==> src/rtl/clipped_rect_fill_engine_core_assert.svh <==
// Assertion macros used by the fill engine core.
`ifndef CLIPPED_RECT_FILL_ENGINE_CORE_ASSERT_SVH
`define CLIPPED_RECT_FILL_ENGINE_CORE_ASSERT_SVH

// Same-cycle implication, checked outside reset.
`define CRFE_ASSERT_HOLDS(label, clk, rst, ante, cons) \
   label: assert property (@(posedge clk) disable iff (rst) (ante) |-> (cons)) \
      else $error("crfe check failed");

// Next-cycle implication, checked outside reset.
`define CRFE_ASSERT_NEXT(label, clk, rst, ante, cons) \
   label: assert property (@(posedge clk) disable iff (rst) (ante) |=> (cons)) \
      else $error("crfe check failed");

`endif

==> src/rtl/crfe_pkg.sv <==
// Shared constants for the clipped rectangle fill engine.
package crfe_pkg;

   localparam int CRFE_COORD_BITS = 16;
   localparam int OFFSET_BITS     = 32;
   localparam int COLOR_BITS      = 32;
   localparam int KIND_BITS       = 2;
   localparam int REG_INDEX_BITS  = 3;

   // request selector
   localparam logic FUNC_FILL = 1'b0;
   localparam logic FUNC_TICK = 1'b1;

   // response kinds
   localparam logic [KIND_BITS-1:0] KIND_REPORT = 2'd0;
   localparam logic [KIND_BITS-1:0] KIND_PIXEL  = 2'd1;
   localparam logic [KIND_BITS-1:0] KIND_IDLE   = 2'd2;

   // register indexes
   localparam logic [REG_INDEX_BITS-1:0] REG_CLIP_ENABLE   = 3'd0;
   localparam logic [REG_INDEX_BITS-1:0] REG_CLIP_LEFT     = 3'd1;
   localparam logic [REG_INDEX_BITS-1:0] REG_CLIP_TOP      = 3'd2;
   localparam logic [REG_INDEX_BITS-1:0] REG_CLIP_WIDTH    = 3'd3;
   localparam logic [REG_INDEX_BITS-1:0] REG_CLIP_HEIGHT   = 3'd4;
   localparam logic [REG_INDEX_BITS-1:0] REG_SCREEN_WIDTH  = 3'd5;
   localparam logic [REG_INDEX_BITS-1:0] REG_SCREEN_HEIGHT = 3'd6;
   localparam logic [REG_INDEX_BITS-1:0] REG_LINE_PITCH    = 3'd7;

endpackage

==> src/rtl/clipped_rect_fill_engine_core.sv <==
// Clipped solid rectangle fill engine: command clipping and pixel write stream.
// A request word waits in the request register; when the response register can
// advance, the word computed from it is loaded there. Throughput: one word per
// cycle unless rsp_tready stalls it, one pixel write per tick; clip, multiply
// and offset add each sit between the two registers. Reset (synchronous, active
// high) clears the configuration registers, drops busy, empties both registers.
`include "clipped_rect_fill_engine_core_assert.svh"

module clipped_rect_fill_engine_core
   import crfe_pkg::*;
#(
   parameter int COORD_BITS = CRFE_COORD_BITS
) (
   input  logic                                           clock,
   input  logic                                           reset,
   // csr write port
   input  logic                                           csr_wr_en,
   input  logic [REG_INDEX_BITS-1:0]                      csr_index,
   input  logic [COORD_BITS-1:0]                          csr_wdata,
   // request stream
   input  logic                                           req_tvalid,
   output logic                                           req_tready,
   // tdata: rect_x, rect_y, rect_width, rect_height, fill_color
   input  logic [((4*COORD_BITS+COLOR_BITS+7)/8)*8-1:0]   req_tdata,
   // tuser: func
   input  logic                                           req_tuser,
   // response stream
   output logic                                           rsp_tvalid,
   input  logic                                           rsp_tready,
   // tdata: accepted, pixel_offset, pixel_color, dirty_x, dirty_y,
   //        dirty_width, dirty_height
   output logic [((1+OFFSET_BITS+COLOR_BITS+4*COORD_BITS+7)/8)*8-1:0] rsp_tdata,
   // tuser: kind
   output logic [KIND_BITS-1:0]                           rsp_tuser,
   output logic                                           rsp_tlast
);

   localparam int C             = COORD_BITS;
   localparam int REQ_DATA_BITS = ((4*COORD_BITS+COLOR_BITS+7)/8)*8;
   localparam int RSP_FIELDS    = 1+OFFSET_BITS+COLOR_BITS+4*COORD_BITS;
   localparam int RSP_DATA_BITS = ((RSP_FIELDS+7)/8)*8;
   localparam int PROD_BITS     = (2*COORD_BITS > OFFSET_BITS) ? 2*COORD_BITS : OFFSET_BITS;

   typedef struct packed {
      logic         ok;
      logic [C-1:0] pos;
      logic [C-1:0] len;
   } axis_type;

   // Clip one axis against [lo, hi); ok drops when nothing is left.
   function automatic axis_type clip_axis(input logic [C-1:0] pos,
                                          input logic [C-1:0] len,
                                          input logic [C:0]   lo,
                                          input logic [C:0]   hi);
      axis_type   res;
      logic       ok;
      logic [C:0] p;
      logic [C:0] l;
      logic [C:0] skip;
      ok   = 1'b1;
      p    = {1'b0, pos};
      l    = {1'b0, len};
      skip = '0;
      if (p >= hi) begin
         ok = 1'b0;
      end
      if (p < lo) begin
         skip = lo - p;
         if (skip >= l) begin
            ok = 1'b0;
         end else begin
            l = l - skip;
         end
         p = lo;
      end
      if ((C+2)'(p) + (C+2)'(l) > (C+2)'(hi)) begin
         l = hi - p;
      end
      res.ok  = ok && (l != '0);
      res.pos = p[C-1:0];
      res.len = l[C-1:0];
      return res;
   endfunction

   // configuration
   logic         clip_enable_ff;
   logic [C-1:0] clip_left_ff, clip_top_ff, clip_width_ff, clip_height_ff;
   logic [C-1:0] screen_width_ff, screen_height_ff, line_pitch_ff;

   // request register
   logic                     s1_vld_ff;
   logic                     s1_func_ff;
   logic [REQ_DATA_BITS-1:0] s1_data_ff;

   // fill state
   logic                   busy_ff, busy_in;
   logic [C-1:0]           fill_left_ff, fill_left_in;
   logic [C-1:0]           fill_cols_ff, fill_cols_in;
   logic [C-1:0]           fill_rows_ff, fill_rows_in;
   logic [C-1:0]           row_count_ff, row_count_in;
   logic [C-1:0]           col_count_ff, col_count_in;
   logic [OFFSET_BITS-1:0] row_start_ff, row_start_in;
   logic [COLOR_BITS-1:0]  held_color_ff, held_color_in;

   // response register
   logic                     rsp_vld_ff;
   logic [KIND_BITS-1:0]     rsp_kind_ff, rsp_kind_in;
   logic                     rsp_last_ff, rsp_last_in;
   logic [RSP_DATA_BITS-1:0] rsp_data_ff, rsp_data_in;

   logic                   advance;
   logic                   step;
   logic [C-1:0]           rx, ry, rw, rh;
   logic [COLOR_BITS-1:0]  rcolor;
   axis_type               win_x, win_y, scr_x, scr_y;
   logic [C-1:0]           x1, y1, w1, h1;
   logic                   base_ok, win_ok, fill_ok;
   logic [PROD_BITS-1:0]   row_prod;
   logic                   col_last, row_last;
   logic                   accepted_in;
   logic [OFFSET_BITS-1:0] offset_in;
   logic [COLOR_BITS-1:0]  color_in;
   logic [C-1:0]           dx_in, dy_in, dw_in, dh_in;

   assign advance    = !rsp_vld_ff || rsp_tready;
   assign req_tready = !s1_vld_ff || advance;
   assign step       = s1_vld_ff && advance;

   assign rx     = s1_data_ff[C-1:0];
   assign ry     = s1_data_ff[2*C-1:C];
   assign rw     = s1_data_ff[3*C-1:2*C];
   assign rh     = s1_data_ff[4*C-1:3*C];
   assign rcolor = s1_data_ff[4*C+COLOR_BITS-1:4*C];

   // clip window first, then the screen
   assign win_x = clip_axis(rx, rw, {1'b0, clip_left_ff},
                            (C+1)'(clip_left_ff) + (C+1)'(clip_width_ff));
   assign win_y = clip_axis(ry, rh, {1'b0, clip_top_ff},
                            (C+1)'(clip_top_ff) + (C+1)'(clip_height_ff));

   assign win_ok = !clip_enable_ff || (win_x.ok && win_y.ok);
   assign x1     = clip_enable_ff ? win_x.pos : rx;
   assign y1     = clip_enable_ff ? win_y.pos : ry;
   assign w1     = clip_enable_ff ? win_x.len : rw;
   assign h1     = clip_enable_ff ? win_y.len : rh;

   assign scr_x = clip_axis(x1, w1, '0, {1'b0, screen_width_ff});
   assign scr_y = clip_axis(y1, h1, '0, {1'b0, screen_height_ff});

   assign base_ok  = (rw != '0) && (rh != '0) && (line_pitch_ff != '0);
   assign fill_ok  = base_ok && win_ok && scr_x.ok && scr_y.ok;
   assign row_prod = PROD_BITS'(scr_y.pos) * PROD_BITS'(line_pitch_ff);

   assign col_last = col_count_ff == fill_cols_ff - 1'b1;
   assign row_last = row_count_ff == fill_rows_ff - 1'b1;

   always_comb begin
      busy_in       = busy_ff;
      fill_left_in  = fill_left_ff;
      fill_cols_in  = fill_cols_ff;
      fill_rows_in  = fill_rows_ff;
      row_count_in  = row_count_ff;
      col_count_in  = col_count_ff;
      row_start_in  = row_start_ff;
      held_color_in = held_color_ff;
      rsp_kind_in   = KIND_IDLE;
      rsp_last_in   = 1'b0;
      accepted_in   = 1'b0;
      offset_in     = '0;
      color_in      = '0;
      dx_in         = '0;
      dy_in         = '0;
      dw_in         = '0;
      dh_in         = '0;
      if (s1_func_ff == FUNC_FILL) begin
         // a new command drops any fill in progress
         rsp_kind_in = KIND_REPORT;
         busy_in     = fill_ok;
         if (fill_ok) begin
            fill_left_in  = scr_x.pos;
            fill_cols_in  = scr_x.len;
            fill_rows_in  = scr_y.len;
            row_count_in  = '0;
            col_count_in  = '0;
            row_start_in  = row_prod[OFFSET_BITS-1:0];
            held_color_in = rcolor;
            accepted_in   = 1'b1;
            dx_in         = scr_x.pos;
            dy_in         = scr_y.pos;
            dw_in         = scr_x.len;
            dh_in         = scr_y.len;
         end
      end else if (busy_ff) begin
         rsp_kind_in  = KIND_PIXEL;
         offset_in    = row_start_ff + OFFSET_BITS'(fill_left_ff) +
                        OFFSET_BITS'(col_count_ff);
         color_in     = held_color_ff;
         rsp_last_in  = col_last && row_last;
         col_count_in = col_count_ff + 1'b1;
         if (col_last) begin
            col_count_in = '0;
            row_count_in = row_count_ff + 1'b1;
            row_start_in = row_start_ff + OFFSET_BITS'(line_pitch_ff);
            busy_in      = !row_last;
         end
      end
      rsp_data_in = RSP_DATA_BITS'({dh_in, dw_in, dy_in, dx_in,
                                    color_in, offset_in, accepted_in});
   end

   always_ff @(posedge clock) begin
      if (reset) begin
         clip_enable_ff   <= 1'b0;
         clip_left_ff     <= '0;
         clip_top_ff      <= '0;
         clip_width_ff    <= '0;
         clip_height_ff   <= '0;
         screen_width_ff  <= '0;
         screen_height_ff <= '0;
         line_pitch_ff    <= '0;
      end else if (csr_wr_en) begin
         case (csr_index)
            REG_CLIP_ENABLE:   clip_enable_ff   <= csr_wdata[0];
            REG_CLIP_LEFT:     clip_left_ff     <= csr_wdata;
            REG_CLIP_TOP:      clip_top_ff      <= csr_wdata;
            REG_CLIP_WIDTH:    clip_width_ff    <= csr_wdata;
            REG_CLIP_HEIGHT:   clip_height_ff   <= csr_wdata;
            REG_SCREEN_WIDTH:  screen_width_ff  <= csr_wdata;
            REG_SCREEN_HEIGHT: screen_height_ff <= csr_wdata;
            REG_LINE_PITCH:    line_pitch_ff    <= csr_wdata;
            default: begin
            end
         endcase
      end
   end

   always_ff @(posedge clock) begin
      if (reset) begin
         s1_vld_ff <= 1'b0;
      end else if (req_tready) begin
         s1_vld_ff <= req_tvalid;
      end
   end

   always_ff @(posedge clock) begin
      if (req_tready && req_tvalid) begin
         s1_func_ff <= req_tuser;
         s1_data_ff <= req_tdata;
      end
   end

   always_ff @(posedge clock) begin
      if (reset) begin
         busy_ff    <= 1'b0;
         rsp_vld_ff <= 1'b0;
      end else begin
         if (step) begin
            busy_ff <= busy_in;
         end
         if (advance) begin
            rsp_vld_ff <= s1_vld_ff;
         end
      end
   end

   // advance fill state and load the response word
   always_ff @(posedge clock) begin
      if (step) begin
         fill_left_ff  <= fill_left_in;
         fill_cols_ff  <= fill_cols_in;
         fill_rows_ff  <= fill_rows_in;
         row_count_ff  <= row_count_in;
         col_count_ff  <= col_count_in;
         row_start_ff  <= row_start_in;
         held_color_ff <= held_color_in;
         rsp_kind_ff   <= rsp_kind_in;
         rsp_last_ff   <= rsp_last_in;
         rsp_data_ff   <= rsp_data_in;
      end
   end

   assign rsp_tvalid = rsp_vld_ff;
   assign rsp_tuser  = rsp_kind_ff;
   assign rsp_tlast  = rsp_last_ff;
   assign rsp_tdata  = rsp_data_ff;

   `CRFE_ASSERT_NEXT(a_idle_tick, clock, reset,
      step && (s1_func_ff == FUNC_TICK) && !busy_ff, rsp_kind_ff == KIND_IDLE)
   `CRFE_ASSERT_HOLDS(a_last_ends_fill, clock, reset,
      rsp_vld_ff && (rsp_kind_ff == KIND_PIXEL) && rsp_last_ff, !busy_ff)
   `CRFE_ASSERT_HOLDS(a_report_matches_busy, clock, reset,
      rsp_vld_ff && (rsp_kind_ff == KIND_REPORT), busy_ff == rsp_data_ff[0])
   `CRFE_ASSERT_HOLDS(a_counts_in_range, clock, reset,
      busy_ff, (col_count_ff < fill_cols_ff) && (row_count_ff < fill_rows_ff))

endmodule

==> config.mk <==
export PLATFORM = sky130hd
export DESIGN_NAME = clipped_rect_fill_engine_core
export DESIGN_NICKNAME = d
export VERILOG_FILES = /design/src/rtl/crfe_pkg.sv /design/src/rtl/clipped_rect_fill_engine_core.sv
export VERILOG_INCLUDE_DIRS = /design/src /design/src/rtl
export SDC_FILE = /design/constraint.sdc
export NUM_CORES = 2
export LEC_CHECK = 0
export ABC_AREA = 1
export BUFFER_PORTS_ARGS = -buffer_cell sky130_fd_sc_hd__buf_2
export CAP_MARGIN = 10
export CORE_ASPECT_RATIO = 2
export CORE_MARGIN = 2
export CORE_UTILIZATION = 42
export CTS_BUF_LIST = sky130_fd_sc_hd__clkbuf_4
export CTS_CLUSTER_SIZE = 24
export DETAILED_ROUTE_END_ITERATION = 7
export GPL_TIMING_DRIVEN = 1
export HOLD_SLACK_MARGIN = 0.08
export PLACE_DENSITY = 0.65
export SLEW_MARGIN = 0
export SYNTH_ARGS = -nofsm -noshare
export SYNTH_HDL_FRONTEND = slang
export SYNTH_SLANG_ARGS = --single-unit
==> constraint.sdc <==
create_clock -name clock -period 25.3 [get_ports clock]
set_input_delay 1.265 -clock clock [delete_from_list [all_inputs] [get_ports clock]]
set_output_delay 1.265 -clock clock [all_outputs]
set_load 0.1 [all_outputs]
* After elaboration in Yosys (flattened, before gate mapping)
Index checks and enable logic that the tools add are counted.
** Word-level totals
- Flip-flop bits (word level) :: 489
- Input port bits :: 121
- Output and inout bits :: 141
- Word-level logic and storage cells :: 152
** Cells by class
- $add $sub $neg :: 21
- $mul :: 1
- Magnitude comparators :: 12
- Eq/ne operators :: 11
- Mux-type cells :: 38
- Bitwise gates (word level) :: 2
- Reduce and logical (&&, ||, !) cells :: 42
** Operators by type and width (count)
- 16-bit 2-to-1 mux :: 13
- 17-bit 2-to-1 mux :: 8
- 32-bit 2-to-1 mux :: 4
- 32-bit by 16-bit adder with 32-bit output :: 3
- 16-bit by 16-bit adder with 17-bit output :: 4
- 17-bit nonzero test :: 4
- 16-bit by 16-bit subtractor with 17-bit output :: 4
- 16-bit nonzero test :: 3
- 17-bit by 17-bit adder with 18-bit output :: 2
- 18-bit by 17-bit > comparator with 1-bit output :: 2
- 16-bit by 17-bit greater-or-equal comparator with 1-bit output :: 2
- 17-bit by 16-bit greater-or-equal comparator with 1-bit output :: 2
- 17-bit by 16-bit > comparator with 1-bit output :: 2
- 16-bit by 17-bit subtractor with 17-bit output :: 2
- 17-bit subtractor :: 2
- 16-bit by 1-bit adder with 16-bit output (second input constant) :: 2
- 16-bit == test :: 2
- 16-bit greater-or-equal comparator :: 2
- 16-bit < comparator :: 2
- 16-bit by 16-bit multiplier with 32-bit output :: 1
- 16-bit by 1-bit subtractor with 16-bit output (second input constant) :: 2
- 2-bit AND reduction :: 9
- 1-bit logical AND :: 13
- 3-bit == test (second input constant) :: 4
- 13 further kinds :: 33

* Depth between registers and ports, before layout
- Depth in word-level cells :: 17
- Depth in mapped cells :: 93
- Mapped depth without buffers :: 89

* Worst setup path after synthesis
Ideal clock, no wire load.
- Path kind :: register to register
- Start :: reg clip_top_ff[0]
- End :: reg row_count_ff[0] (enable)
- Arrival :: 12.961 ns
- Required time :: 24.846 ns
- Setup slack :: 11.885 ns
- Cell stages (with the launch flop) :: 85
- Path buffers :: 4
- Clock period less this slack :: 13.415 ns
- Path through :: dfxtp_1 -> inv_1 -> ha_1 -> inv_1 -> fa_1 -> nand3_1 -> nand2_1 -> nand2_1 -> nand3_2 -> a21oi_1 -> o21bai_1 -> xnor2_1 -> ha_1 -> nand2_1 -> nor2_1 -> and2_1 -> nand2_1 -> nand2_1 -> [49 not listed] -> xor2_1 -> ha_1 -> nand4_1 -> nor4_1 -> nand3_1 -> nand2_1 -> clkbuf_1 -> nand3_1 -> nand2_1 -> nor2_1 -> nand2_1 -> nor2_1 -> nand3_1 -> nand3_2 -> buf_6 -> nand2_1 -> nand2_1 -> nor2_1
** RTL lines
- start: declaration :: RTL line clipped_rect_fill_engine_core.sv:87 : logic [C-1:0] clip_left_ff, clip_top_ff, clip_width_ff, clip_height_ff;
- start signal: assignment :: RTL line clipped_rect_fill_engine_core.sv:225 : REG_CLIP_TOP: clip_top_ff <= csr_wdata;
- end signal: assignment :: RTL line clipped_rect_fill_engine_core.sv:272 : row_count_ff <= row_count_in;
- end: declaration :: RTL line clipped_rect_fill_engine_core.sv:100 : logic [C-1:0] row_count_ff, row_count_in;

==> out/metrics.yaml <==
yosys:
  synth.most_common_cell: "nand2_1"
  synth_seq_cells: 489
  synth_top_area_share_pct: 25.3
  yosysTopAreaCell: "edfxtp_1"
  synth_top_family_by_area: "adder cells"
  netlist_instances: 5560
  async_flop_share_pct: 0
  synthMuxAreaShare_pct: 0
  synth_xor_area_share_pct: 4.81
  synth_area_um2: 44200
  synthAdderAreaFrac_pct: 23.3
  synth_cell_types: 58
  synthFlopType: "edfxtp_1"
  postSynthAreaPerCell_um2: 7.95
  synthSimpleGateAreaFrac_pct: 19.9
  synth.yosys.warnings: 0
  synth_area_leaders: "edfxtp_1 25%, ha_1 13%, nand2_1 10%, fa_1 10%, inv_1 7.7%"
  ys_top_cells_by_count: "1236 x nand2_1, 906 x inv_1, 463 x ha_1, 461 x nor2_1, 453 x a21oi_1"
  synth_compound_area_share_pct: 12.2
  yosysSeqAreaShare_pct: 30.6
  synth_edf_count: 373
cts:
  cts_inserted_buffers: 114
  cts_tree: "built"
  holdBufCountCts: 0
  post-cts-setup-buffers: 0
  path_clk_slew_ns: 0.10
  clockRootBuffer: "clkbuf_4"
  post_cts_resized: 0
  cts_max_level: 3
  ctsLongestPathBuffers: 3
  insertion_delay_ns: 1.12
  clock-sinks: 489
run:
  max_cap_violations: 0
place:
  dp_hpwl_um: 129000
  routabilityCongestion: 1.04
  io_buffers: 254
power_and_ir_drop:
  powerDensity_nw_per_um2: 49.5
  peakVddDrop_v: 0.0000293
  finalPower_mw: 2.40
  leakagePower_nw: 23.3
setup_path:
  crit_top_cell: "nand2_1"
  r2r_start: "s1_data_ff[24]"
  regToRegSetupSlack_ns: 10.04
  startpoint: "s1_data_ff[24]"
  worstPathArrival_ns: 16.03
  worstPathMaxFanout: 48
  cp.required_ns: 26.06
  r2r_cells: 77
  r2r-end: "fill_cols_ff[0]"
  critPathSlowestCell: "nand4_1"
  cp_slowest_stage_delay_ns: 0.55
  crit_path_end_kind: "register"
  path_class: "reg -> reg"
  crit_path_start_kind: "register"
floorplanning:
  die_h_um: 463
  die-area_um2: 108000
  coreArea_um2: 105000
  io_pins: 262
  start_util_pct: 42.2
  dieWidth_um: 233
  row_count: 168
sta:
  rsz0062_at_grt: "false"
  max_freq_mhz: 65.5
  finalClockSkew_ns: 0.115
  fin_crit_ns: 15.26
  hold_violations: 0
  finalCritPeriodShare_pct: 60.3
  finalMaxSlewViolations: 0
  finalSetupTns_ns: 0
  worstMarginPinSlew_ns: 1.31
  setup_viol: 0
  slew_headroom_pct: 11.6
layout:
  final_layout_size_suffix_gt1_share_pct: 9.31
  fin_nets: 6652
  syn2layout_area_growth_pct: 9.65
route:
  wirelength_um: 159000
  drt_iter0_drc: 2369
  viasPerCell: 5.44
  antenna_left: 0
  post_drt_wl_per_cell_um: 21.8
  drcViolationCount: 0
  num_vias: 39766
  firstDrtPassIters: 5
global_route:
  overflow: 0
  grt_pass1_wl_um: 235000
  antenna_found_initial: 6
  grt_pass1_vias: 40275
  grt_use_total_pct: 29.3
  grt_max_degree: 84
hold_path:
  min_to: "s1_data_ff[34]"
  hp-start: "req_tdata[34]"
  hold_class: "in -> reg"
  holdPathStages: 1
run_status:
  outcome: "completed"
## worst max path at each step
stage / depth (start not counted) / end / slack (ns)
2_1_floorplan: 84 / row_count_ff[0] / 11.89
3_3_place_gp: 82 / fill_cols_ff[0] / 10.30
3_5_place_dp: 80 / fill_cols_ff[0] / 10.15
4_1_cts: 77 / fill_cols_ff[0] / 10.14
5_1_grt: 77 / fill_left_ff[15] / 8.47
6_report: 77 / fill_cols_ff[0] / 10.04
## cell type report
cell class,count,area (um2)
fillers,10567,56200
diodes,10,25.0
multi-input cells,4017,26600
clock inverters,47,262
clock buffers,164,1230
flip-flops and latches,489,13500
well taps,1360,1700
repair buffers,300,1620
inverters,920,3460
## flip-flops by register name (all words and copies together), names as in the netlist
signal,cells
rsp_tdata,129
s1_data_ff,96
held_color_ff,32
row_start_ff,32
clip_height_ff,16
clip_left_ff,16
clip_top_ff,16
clip_width_ff,16
col_count_ff,16
fill_cols_ff,16
fill_left_ff,16
fill_rows_ff,16
line_pitch_ff,16
row_count_ff,16
screen_height_ff,16
screen_width_ff,16
rsp_tuser,2
busy_ff,1
clip_enable_ff,1
rsp_tlast,1
rsp_tvalid,1
s1_func_ff,1
s1_vld_ff,1
## where the power goes
part | total [mW] | leakage, nW | switching [mW] | internal, mW
sequential | 0.913 | 4.48 | 0.0214 | 0.892
clock | 0.678 | 0.887 | 0.364 | 0.314
combinational | 0.806 | 17.9 | 0.559 | 0.247
total | 2.40 | 23.3 | 0.945 | 1.45
## through the flow
stage	setup slack [ns]	cells	hold slack [ns]	util [%]	instance area, um2
after floorplan	11.89	5566	0.400	-	44200
after global placement	10.30	7086	0.402	44.9	47000
after detailed placement	10.15	7086	0.405	44.9	47000
after CTS	10.14	7297	0.233	46.3	48400
after global routing	8.47	7306	0.282	46.3	48500
final	10.04	7307	0.323	46.3	48500
## logic make-up after synthesis
family,Yosys count
compound gates,956
buf+inv,1060
fa+ha+maj,689
flops,489
other cells,1
xor+xnor,243
simple gates,2122
## routing by layer
layer	share of wire [%]	wire, um	GRT usage, %
met5	0.0069	11	0
met4	10	16200	25.0
met3	5.6	8930	4.57
met2	51	81500	53.3
met1	33	52500	28.5
## critical path, delay by kind of cell (launching register included)
family          cells  cell delay [ns]
compound gates     24             4.73
xor+xnor            3             0.48
fa+ha+maj           7             2.23
buf+inv            10             2.05
flops               1             0.39
simple gates       33             5.01
## layout by cell type, fill, tap and decap left out, types with 115 or more instances in the layout
| cell type | instances |
|---|---|
| nand2_1 | 1235 |
| inv_1 | 903 |
| ha_1 | 463 |
| nor2_1 | 460 |
| a21oi_1 | 453 |
| edfxtp_1 | 373 |
| buf_2 | 253 |
| o21ai_0 | 232 |
| fa_1 | 226 |
| nand3_1 | 199 |
| clkbuf_4 | 164 |
| xor2_1 | 146 |
| dfxtp_1 | 115 |
No activity file was read; power rests on OpenSTA's default activity.
